[config.mk]
export PLATFORM = sky130hd
export DESIGN_NAME = wide_string_to_integer_parser
export DESIGN_NICKNAME = d
export VERILOG_FILES = /design/src/design/wstoi_pkg.sv /design/src/design/wstoi_ctrl.sv /design/src/design/wstoi_dp.sv /design/src/design/wide_string_to_integer_parser.sv
export VERILOG_INCLUDE_DIRS = /design/src /design/src/design
export SDC_FILE = /design/constraint.sdc
export NUM_CORES = 1
export LEC_CHECK = 0
export BUFFER_PORTS_ARGS = -buffer_cell sky130_fd_sc_hd__buf_2
export CELL_PAD_IN_SITES_DETAIL_PLACEMENT = 0
export CELL_PAD_IN_SITES_GLOBAL_PLACEMENT = 2
export CORE_MARGIN = 2
export CORE_UTILIZATION = 43
export CTS_BUF_LIST = sky130_fd_sc_hd__clkbuf_4 sky130_fd_sc_hd__clkbuf_8
export CTS_CLUSTER_DIAMETER = 200
export DETAILED_ROUTE_END_ITERATION = 8
export HOLD_SLACK_MARGIN = 0.03
export PLACE_DENSITY = 0.85
export SETUP_SLACK_MARGIN = 0.3
export SYNTH_ARGS = -nofsm -noshare
export SYNTH_HDL_FRONTEND = slang
export SYNTH_HIERARCHICAL = 1
export SYNTH_SLANG_ARGS = --single-unit
[constraint.sdc]
create_clock -name clk -period 15.7 [get_ports clk]
set_input_delay 3.14 -clock clk [delete_from_list [all_inputs] [get_ports clk]]
set_output_delay 3.14 -clock clk [all_outputs]
set_load 0.01 [all_outputs]
[src/design/wide_string_to_integer_parser_macros.svh]
// assertion macros for the wide string to integer parser datapath
`ifndef WIDE_STRING_TO_INTEGER_PARSER_MACROS_SVH
`define WIDE_STRING_TO_INTEGER_PARSER_MACROS_SVH

// same-cycle implication, disabled while reset is asserted
`define WSTOI_ASSERT_NOW(label, clock, rst_n, ante, cons) \
	label: assert property (@(posedge clock) disable iff (!rst_n) (ante) |-> (cons)) \
		else $error("wstoi same-cycle check failed");

// next-cycle implication, disabled while reset is asserted
`define WSTOI_ASSERT_NEXT(label, clock, rst_n, ante, cons) \
	label: assert property (@(posedge clock) disable iff (!rst_n) (ante) |=> (cons)) \
		else $error("wstoi next-cycle check failed");

`endif

[src/design/wstoi_pkg.sv]
// shared types, constants and digit decoding for the string to integer parser
`timescale 1ns / 1ps

package wstoi_pkg;

	// character position counter width
	localparam int POS_BITS = 16;

	// register indexes on the configuration port
	localparam logic REG_RADIX       = 1'b0;
	localparam logic REG_SIGNED_MODE = 1'b1;

	localparam logic [5:0] RADIX_RESET = 6'd10;
	localparam logic [5:0] RADIX_MAX   = 6'd36;

	// character codes
	localparam logic [15:0] CH_NUL   = 16'h0000;
	localparam logic [15:0] CH_TAB   = 16'h0009;
	localparam logic [15:0] CH_CR    = 16'h000D;
	localparam logic [15:0] CH_SPACE = 16'h0020;
	localparam logic [15:0] CH_NBSP  = 16'h00A0;
	localparam logic [15:0] CH_PLUS  = 16'h002B;
	localparam logic [15:0] CH_MINUS = 16'h002D;
	localparam logic [15:0] CH_UPX   = 16'h0058;
	localparam logic [15:0] CH_LOWX  = 16'h0078;
	localparam logic [15:0] CH_D0    = 16'h0030;
	localparam logic [15:0] CH_D9    = 16'h0039;
	localparam logic [15:0] CH_UPA   = 16'h0041;
	localparam logic [15:0] CH_UPZ   = 16'h005A;
	localparam logic [15:0] CH_LOWA  = 16'h0061;
	localparam logic [15:0] CH_LOWZ  = 16'h007A;

	// zero code points of the unicode decimal digit blocks
	localparam int NUM_BLOCKS = 17;
	localparam logic [15:0] DIGIT_ZERO_POINTS [NUM_BLOCKS] = '{
		16'h0660, 16'h06F0, 16'h0966, 16'h09E6, 16'h0A66, 16'h0AE6,
		16'h0B66, 16'h0C66, 16'h0CE6, 16'h0D66, 16'h0E50, 16'h0ED0,
		16'h0F20, 16'h1040, 16'h17E0, 16'h1810, 16'hFF10
	};

	// how the base register is loaded on a beat
	typedef enum logic [2:0] {
		BOP_KEEP,
		BOP_RADIX,
		BOP_FIRST_R,
		BOP_FIRST_B,
		BOP_OCTAL,
		BOP_HEX
	} base_op_t;

	// commands from the controller to the datapath
	typedef struct packed {
		base_op_t base_op;
		logic     set_sign;
		logic     pos_inc;
		logic     mark_zero;
		logic     take_digit;
		logic     emit;
	} dp_cmd_t;

	// classification of the current character
	typedef struct packed {
		logic is_nul;
		logic is_space;
		logic is_sign;
		logic is_x;
		logic radix_bad;
		logic zp_radix;
		logic zp_base;
		logic ok_first_r;
		logic ok_first_b;
		logic ok_octal;
		logic ok_keep;
	} dp_status_t;

	typedef struct packed {
		logic       valid;
		logic [5:0] value;
	} digit_t;

	// digit value of a code unit in any base up to 36
	function automatic digit_t digit_of(input logic [15:0] c);
		digit_t     d;
		logic [15:0] off;
		d.valid = 1'b0;
		d.value = '0;
		if (c >= CH_D0 && c <= CH_D9) begin
			d.valid = 1'b1;
			d.value = 6'(c - CH_D0);
		end else if (c >= CH_UPA && c <= CH_UPZ) begin
			d.valid = 1'b1;
			d.value = 6'(c - CH_UPA + 16'd10);
		end else if (c >= CH_LOWA && c <= CH_LOWZ) begin
			d.valid = 1'b1;
			d.value = 6'(c - CH_LOWA + 16'd10);
		end else begin
			for (int i = 0; i < NUM_BLOCKS; i++) begin
				off = c - DIGIT_ZERO_POINTS[i];
				if (c >= DIGIT_ZERO_POINTS[i] && off < 16'd10) begin
					d.valid = 1'b1;
					d.value = 6'(off);
				end
			end
		end
		return d;
	endfunction

endpackage

[src/design/wstoi_ctrl.sv]
// parse phase controller for the string to integer parser
`timescale 1ns / 1ps

module wstoi_ctrl
	import wstoi_pkg::*;
(
	input  logic       clk,
	input  logic       arst_n,
	input  logic       beat,
	input  dp_status_t status,
	output dp_cmd_t    cmd
);

	typedef enum logic [2:0] {
		PH_SKIP,
		PH_FIRST,
		PH_ZERO,
		PH_DIGITS,
		PH_DONE
	} phase_t;

	phase_t phase_q;
	phase_t phase_d;

	// command decode for the character on the input beat
	always_comb begin
		cmd         = '0;
		cmd.base_op = BOP_KEEP;
		phase_d     = phase_q;
		if (beat) begin
			if (status.is_nul) begin
				cmd.emit      = 1'b1;
				cmd.mark_zero = (phase_q == PH_ZERO);
				phase_d       = PH_SKIP;
			end else begin
				unique case (phase_q)
					PH_SKIP: begin
						if (status.is_space) begin
							cmd.pos_inc = 1'b1;
						end else if (status.radix_bad) begin
							phase_d = PH_DONE;
						end else if (status.is_sign) begin
							cmd.base_op  = BOP_RADIX;
							cmd.set_sign = 1'b1;
							cmd.pos_inc  = 1'b1;
							phase_d      = PH_FIRST;
						end else if (status.zp_radix) begin
							cmd.base_op = BOP_RADIX;
							cmd.pos_inc = 1'b1;
							phase_d     = PH_ZERO;
						end else begin
							cmd.base_op    = BOP_FIRST_R;
							cmd.take_digit = status.ok_first_r;
							phase_d        = status.ok_first_r ? PH_DIGITS : PH_DONE;
						end
					end
					PH_FIRST: begin
						if (status.zp_base) begin
							cmd.pos_inc = 1'b1;
							phase_d     = PH_ZERO;
						end else begin
							cmd.base_op    = BOP_FIRST_B;
							cmd.take_digit = status.ok_first_b;
							phase_d        = status.ok_first_b ? PH_DIGITS : PH_DONE;
						end
					end
					PH_ZERO: begin
						if (status.is_x) begin
							cmd.base_op = BOP_HEX;
							cmd.pos_inc = 1'b1;
							phase_d     = PH_DIGITS;
						end else begin
							cmd.base_op    = BOP_OCTAL;
							cmd.mark_zero  = 1'b1;
							cmd.take_digit = status.ok_octal;
							phase_d        = status.ok_octal ? PH_DIGITS : PH_DONE;
						end
					end
					PH_DIGITS: begin
						cmd.take_digit = status.ok_keep;
						if (!status.ok_keep) begin
							phase_d = PH_DONE;
						end
					end
					PH_DONE: begin
						phase_d = PH_DONE;
					end
					default: begin
						phase_d = PH_SKIP;
					end
				endcase
			end
		end
	end

	// phase register
	always_ff @(posedge clk or negedge arst_n) begin
		if (!arst_n) begin
			phase_q <= PH_SKIP;
		end else begin
			phase_q <= phase_d;
		end
	end

endmodule

[src/design/wstoi_dp.sv]
// datapath of the string to integer parser: classifier, accumulator, result register
`timescale 1ns / 1ps

`include "wide_string_to_integer_parser_macros.svh"

module wstoi_dp
	import wstoi_pkg::*;
(
	input  logic        clk,
	input  logic        arst_n,
	input  logic        cfg_we,
	input  logic        cfg_index,
	input  logic [5:0]  cfg_data,
	input  logic [15:0] char_code,
	input  dp_cmd_t     cmd,
	output dp_status_t  status,
	output logic        in_free,
	output logic        m_tvalid,
	input  logic        m_tready,
	output logic [55:0] m_tdata
);

	logic [5:0]          radix_q;
	logic                signed_q;
	logic                neg_q;
	logic [31:0]         acc_q;
	logic [5:0]          base_q;
	logic [POS_BITS-1:0] pos_q;
	logic [POS_BITS-1:0] last_q;
	logic                any_q;
	logic                out_valid_q;
	logic [55:0]         out_data_q;

	digit_t              dig;
	logic [5:0]          base_first_r;
	logic [5:0]          base_first_b;
	logic [5:0]          base_octal;
	logic [5:0]          base_use;
	logic [37:0]         prod;
	logic [38:0]         sum;
	logic [38:0]         limit;
	logic [31:0]         acc_next;
	logic [POS_BITS-1:0] pos_next;
	logic                any_f;
	logic [POS_BITS-1:0] last_f;
	logic [31:0]         value_f;

	// character classification and base candidates
	always_comb begin
		dig          = digit_of(char_code);
		base_first_r = (radix_q == 6'd0) ? 6'd10 : radix_q;
		base_first_b = (base_q == 6'd0) ? 6'd10 : base_q;
		base_octal   = (base_q == 6'd0) ? 6'd8 : base_q;

		status.is_nul     = (char_code == CH_NUL);
		status.is_space   = (char_code >= CH_TAB && char_code <= CH_CR) ||
			(char_code == CH_SPACE) || (char_code == CH_NBSP);
		status.is_sign    = (char_code == CH_PLUS) || (char_code == CH_MINUS);
		status.is_x       = (char_code == CH_LOWX) || (char_code == CH_UPX);
		status.radix_bad  = (radix_q == 6'd1) || (radix_q > RADIX_MAX);
		status.zp_radix   = ((radix_q == 6'd0) || (radix_q == 6'd16)) &&
			dig.valid && (dig.value == 6'd0);
		status.zp_base    = ((base_q == 6'd0) || (base_q == 6'd16)) &&
			dig.valid && (dig.value == 6'd0);
		status.ok_first_r = dig.valid && (dig.value < base_first_r);
		status.ok_first_b = dig.valid && (dig.value < base_first_b);
		status.ok_octal   = dig.valid && (dig.value < base_octal);
		status.ok_keep    = dig.valid && (dig.value < base_q);
	end

	// base selection and saturating multiply-add
	always_comb begin
		case (cmd.base_op)
			BOP_RADIX:   base_use = radix_q;
			BOP_FIRST_R: base_use = base_first_r;
			BOP_FIRST_B: base_use = base_first_b;
			BOP_OCTAL:   base_use = base_octal;
			BOP_HEX:     base_use = 6'd16;
			default:     base_use = base_q;
		endcase
		prod = acc_q * base_use;
		sum  = {1'b0, prod} + {33'd0, dig.value};
		if (signed_q) begin
			limit = neg_q ? 39'h0080000000 : 39'h007FFFFFFF;
		end else begin
			limit = 39'h00FFFFFFFF;
		end
		acc_next = (sum > limit) ? limit[31:0] : sum[31:0];
		pos_next = pos_q + POS_BITS'(cmd.pos_inc || cmd.take_digit);
	end

	// result of the string at the terminator
	always_comb begin
		any_f   = any_q || cmd.mark_zero;
		last_f  = cmd.mark_zero ? pos_q : last_q;
		value_f = any_f ? (neg_q ? (32'd0 - acc_q) : acc_q) : 32'd0;
	end

	assign in_free  = !out_valid_q || m_tready;
	assign m_tvalid = out_valid_q;
	assign m_tdata  = out_data_q;

	// configuration registers
	always_ff @(posedge clk or negedge arst_n) begin
		if (!arst_n) begin
			radix_q  <= RADIX_RESET;
			signed_q <= 1'b1;
		end else if (cfg_we) begin
			unique case (cfg_index)
				REG_RADIX:       radix_q  <= cfg_data;
				REG_SIGNED_MODE: signed_q <= cfg_data[0];
				default:         ;
			endcase
		end
	end

	// parse state, cleared after each terminator
	always_ff @(posedge clk or negedge arst_n) begin
		if (!arst_n) begin
			neg_q  <= 1'b0;
			acc_q  <= '0;
			base_q <= '0;
			pos_q  <= '0;
			last_q <= '0;
			any_q  <= 1'b0;
		end else if (cmd.emit) begin
			neg_q  <= 1'b0;
			acc_q  <= '0;
			base_q <= '0;
			pos_q  <= '0;
			last_q <= '0;
			any_q  <= 1'b0;
		end else begin
			base_q <= base_use;
			pos_q  <= pos_next;
			if (cmd.set_sign) begin
				neg_q <= (char_code == CH_MINUS);
			end
			if (cmd.mark_zero) begin
				any_q  <= 1'b1;
				last_q <= pos_q;
			end
			if (cmd.take_digit) begin
				any_q  <= 1'b1;
				last_q <= pos_next;
				acc_q  <= acc_next;
			end
		end
	end

	// output beat register
	always_ff @(posedge clk or negedge arst_n) begin
		if (!arst_n) begin
			out_valid_q <= 1'b0;
		end else if (cmd.emit) begin
			out_valid_q <= 1'b1;
		end else if (m_tready) begin
			out_valid_q <= 1'b0;
		end
	end

	always_ff @(posedge clk) begin
		if (cmd.emit) begin
			out_data_q <= {7'd0, any_f, 16'(last_f), value_f};
		end
	end

	// result is loaded only into a free or draining output register
	`WSTOI_ASSERT_NOW(a_emit_free, clk, arst_n, cmd.emit, !out_valid_q || m_tready)
	// a loaded result is offered in the following cycle
	`WSTOI_ASSERT_NEXT(a_emit_shown, clk, arst_n, cmd.emit, out_valid_q)
	// an accepted digit marks the string as converted
	`WSTOI_ASSERT_NEXT(a_digit_seen, clk, arst_n, cmd.take_digit, any_q && (last_q == pos_q))

endmodule

[src/design/wide_string_to_integer_parser.sv]
// Wide string to integer parser: one UTF-16 code unit per input beat.
// Input channel s_*: each beat carries one code unit in s_tdata; code 0 ends
// the string. Whitespace is skipped, an optional sign and a 0x prefix are
// taken, then digits are accumulated with saturation until a non-digit.
// Output channel m_*: one beat per terminator with the value, the count of
// code units through the last digit and a converted flag.
// Configuration: cfg_we with cfg_index 0 writes the radix (0 auto, 2..36),
// index 1 writes signed mode; write only while the block is idle.
// Throughput is one code unit per cycle while the output is not stalled: each
// beat is handled by a 32 by 6 multiply-add into the accumulator register.
// The result beat is registered and appears the cycle after the terminator beat.
// A stalled output holds the result; s_tready stays high while the output
// register is empty or being taken, and drops for every input beat while a
// held result waits with m_tready low.
// Reset clears the parse state and sets radix 10, signed mode on.
`timescale 1ns / 1ps

module wide_string_to_integer_parser
	import wstoi_pkg::*;
(
	input  logic        clk,
	input  logic        arst_n,
	// configuration write port
	input  logic        cfg_we,
	input  logic        cfg_index,
	input  logic [5:0]  cfg_data,
	// input beats
	input  logic        s_tvalid,
	output logic        s_tready,
	input  logic [15:0] s_tdata,   // char_code[15:0]
	// result beats
	output logic        m_tvalid,
	input  logic        m_tready,
	output logic [55:0] m_tdata    // value_bits[31:0], end_offset[47:32], converted[48]
);

	dp_cmd_t    cmd;
	dp_status_t status;
	logic       in_free;
	logic       beat;

	assign s_tready = in_free;
	assign beat     = s_tvalid && in_free;

	// phase controller
	wstoi_ctrl u_ctrl (
		.clk    (clk),
		.arst_n (arst_n),
		.beat   (beat),
		.status (status),
		.cmd    (cmd)
	);

	// datapath and result register
	wstoi_dp u_dp (
		.clk       (clk),
		.arst_n    (arst_n),
		.cfg_we    (cfg_we),
		.cfg_index (cfg_index),
		.cfg_data  (cfg_data),
		.char_code (s_tdata),
		.cmd       (cmd),
		.status    (status),
		.in_free   (in_free),
		.m_tvalid  (m_tvalid),
		.m_tready  (m_tready),
		.m_tdata   (m_tdata)
	);

endmodule

==> metrics <==
# diodes=0; startpoint types=input pin; Port Buf Inserts=78; Die X=202.2 um; Gate Count Post-Synth=1,989; dpl hpwl=37,080 um; TritonCTS Buffers=17; clk root buf=clkbuf_8; Final Hold Vio Count=0; max incr delay on CP=560 ps; CTS max path bufs=2; Via Count=14,800; Detail Route Antenna Nets=0; grt ovf=0; maxcap violations=0; delay-heaviest family, CP=compound AO/OA/AOI/OAI gates; RR Startpoint=u_dp/radix_q[0]$_DFFE_PN0P_; reg2reg path depth=37; core footprint=38,740 um2; Yosys warnings=6; FFs w/ async S/R, synth=62.88%; status=finished, final reports clean; CP max FO=26; WP depth=49; Setup TNS=0 ps; minimum clock period=14,600 ps; 1st-iter DRT viols=1,121; DR WL/cell=19.69 um; Hold Crit Depth=2; Primary FF master, synth=dfrtp_1; R2R Setup Slk=5620 ps; Vias/cell=5.845; Placer Congestion=0.8997; pwr/cell area=45.51 nW/um2; Ports=86; CTS sink cnt=132; initial core utilization=43.60%; GR Util All Layers=24.81%; final clock skew=27.86 ps; Crit path top cell by count=buf_4; vias in the first global route=14,640; number of synthesized register bits=132; sequential share of the synthesized area=21.03%; CTS tree=yes; Pre-antenna DRT Iters=5; maximum number of pins on one net before global-route repair=74; residual DRC count=0; Post-synth EDFFs=49; Hold Slack=524.4 ps; final max-slew violation count=0; Bufs and invs on worst path=9; crit end category=flop; hold_sp=u_dp/m_tvalid$_DFFE_PN0P_; Cell Rows=72; initial antenna violation count=1; Worst EP required=16,160 ps; Worst-Skew Late Latency=550 ps; first-pass GRT wire length=80,120 um; Leakage=8.722 nW; Final Setup Violations=0; total die area=40,880 um2; slew margin rel.=20.92%; final net count=2,306; share of cells above drive strength 1=11.07%; fmax=68.48 MHz; Mean Syn Cell Area=8.492 um2; slowest cell on the critical path=fa_1; Die Y=202.2 um; Worst Hold Class=flop to flop; Area growth, synth to finish=8.067%; R2R Path End=u_dp/acc_q[9]$_DFFE_PN0P_; # fillers=3,881; Worst Tran Pin Value=1185 ps; synth unique cells=87; H-Tree Depth=4; Worst Hold Path EP=u_dp/m_tvalid$_DFFE_PN0P_; fin crit share=93.01%; kind of critical path=input pin to flop; RSZ-0062 raised after global routing=no; WP data arrival=15,060 ps; Worst-path clk slew=80 ps; Routed WL=49,860 um; post-synthesis cell area=16,890 um2; worst vdd ir=0.05547 mV
[placed cells by master (no fill, tap or decap), types with 41 or more instances in the layout]
cell,n
edfxtp_1,49
dfrtp_1,80
o21ai_0,90
ha_1,152
xnor2_1,41
nand3_1,50
fa_1,124
buf_2,77
nor2_1,115
nand2_1,258
inv_1,185
a21oi_1,93
xor2_1,50
buf_4,45
[routing by layer]
layer	vias up	GRT usage [%]	wire length (um)
li1	7005	-	-
met1	7324	32.96	22400
met3	63	4.273	2565
met2	408	41.85	24000
met5	-	0	0
met4	0	6.569	894
[flip-flops by register name, summed over array words and instances, names as in the netlist]
register        cells
u_dp/neg_q          1
u_ctrl/phase_q      3
u_dp/base_q         6
u_dp/m_tvalid       1
u_dp/radix_q        6
u_dp/last_q        16
u_dp/pos_q         16
u_dp/any_q          1
u_dp/m_tdata       49
u_dp/acc_q         32
u_dp/signed_q       1
[tightest hold or removal path, cell delays in order, from the launching register on]
cell and delay, ps:
dfrtp_1 350, nand2b_1 80, nand2b_1 70
[cells in the mapped netlist (all sizes together), types with 8 or more instances]
master	count	area, um2
a2111oi	8	90.09
a211oi	20	150.1
a21o	23	172.7
a21oi	94	470.5
a221o	30	300.3
a22oi	8	60.06
a31oi	11	68.82
and2	35	219.0
and3	26	162.7
buf	26	155.2
clkbuf	113	424.2
dfrtp	80	2002
edfxtp	49	1471
fa	124	2482
ha	153	1914
inv	185	694.4
mux2	22	247.7
mux2i	11	110.1
nand2	258	968.4
nand2b	21	131.4
nand3	50	250.2
nand4	24	150.1
nor2	119	449.2
nor2b	26	162.7
nor3	24	120.1
nor4	22	143.9
o2111ai	9	78.83
o211ai	18	135.1
o21a	15	112.6
o21ai	93	465.5
o22a	18	157.7
o22ai	11	68.82
o31a	8	70.07
o31ai	17	137.6
or3	19	128.9
or4	12	101.3
xnor2	41	359.1
xor2	50	437.9
[final cells by class]
class / instances / area [um2] / area share, %
well taps: 518 / 648.1 / 3.551
flip-flops and latches: 132 / 3552 / 19.46
clock buffers: 18 / 247.7 / 1.357
clock inverters: 14 / 158.9 / 0.8706
multi-input cells: 1537 / 12140 / 66.51
inverters: 187 / 701.9 / 3.846
repair buffers: 126 / 803.3 / 4.401
[power breakdown]
| group | total (mW) | internal [mW] | switching, mW |
|---|---|---|---|
| sequential | 0.368 | 0.360 | 0.00719 |
| combinational | 0.148 | 0.0479 | 0.0997 |
| clock | 0.315 | 0.137 | 0.179 |
[how the worst max path moves through the flow]
stage / from / endpoint / slack, ps
floorplan: s_tdata[5] / u_dp/acc_q[13]$_DFFE_PN0P_ / 1060
global placement: s_tdata[6] / u_dp/acc_q[18]$_DFFE_PN0P_ / 640
detailed placement: s_tdata[6] / u_dp/acc_q[15]$_DFFE_PN0P_ / 510
CTS: s_tdata[6] / u_dp/acc_q[14]$_DFFE_PN0P_ / 1040
global route: s_tdata[6] / u_dp/acc_q[14]$_DFFE_PN0P_ / 390
finish: s_tdata[4] / u_dp/acc_q[9]$_DFFE_PN0P_ / 1100
[cell families after synthesis]
kind of cell    Yosys count  share of synthesized area [%]
flops                   132                          21.03
xor+xnor                 91                          4.719
fa+ha+maj               277                          26.03
compound gates          458                          19.14
other cells               1                        0.02220
simple gates            671                          19.35
buf+inv                 326                          7.586
mux                      33                          2.119
[what timing repair did]
action | in CTS | in global routing
resized for setup | 0 | 3
setup buffers | 0 | 1
setup endpoints to repair | 0 | 28
hold buffers | 0 | 0
endpoints found under the hold margin | 0 | 0
[per-stage QoR]
step | setup WS, ps | power [mW] | utilization (%) | instance area, um2 | instances
6_report | 1097 | 0.8306 | 47.12 | 18250 | 2532
5_1_grt | 391.9 | 0.8685 | 47.12 | 18250 | 2532
4_1_cts | 1041 | 0.8415 | 47.09 | 18240 | 2531
3_5_place_dp | 510.4 | 0.5196 | 46.04 | 17830 | 2499
3_3_place_gp | 640.2 | 0.5188 | 46.04 | 17830 | 2499
2_1_floorplan | 1062 | 0.4643 | - | 16910 | 1995
(Power assumes the default switching activity.)
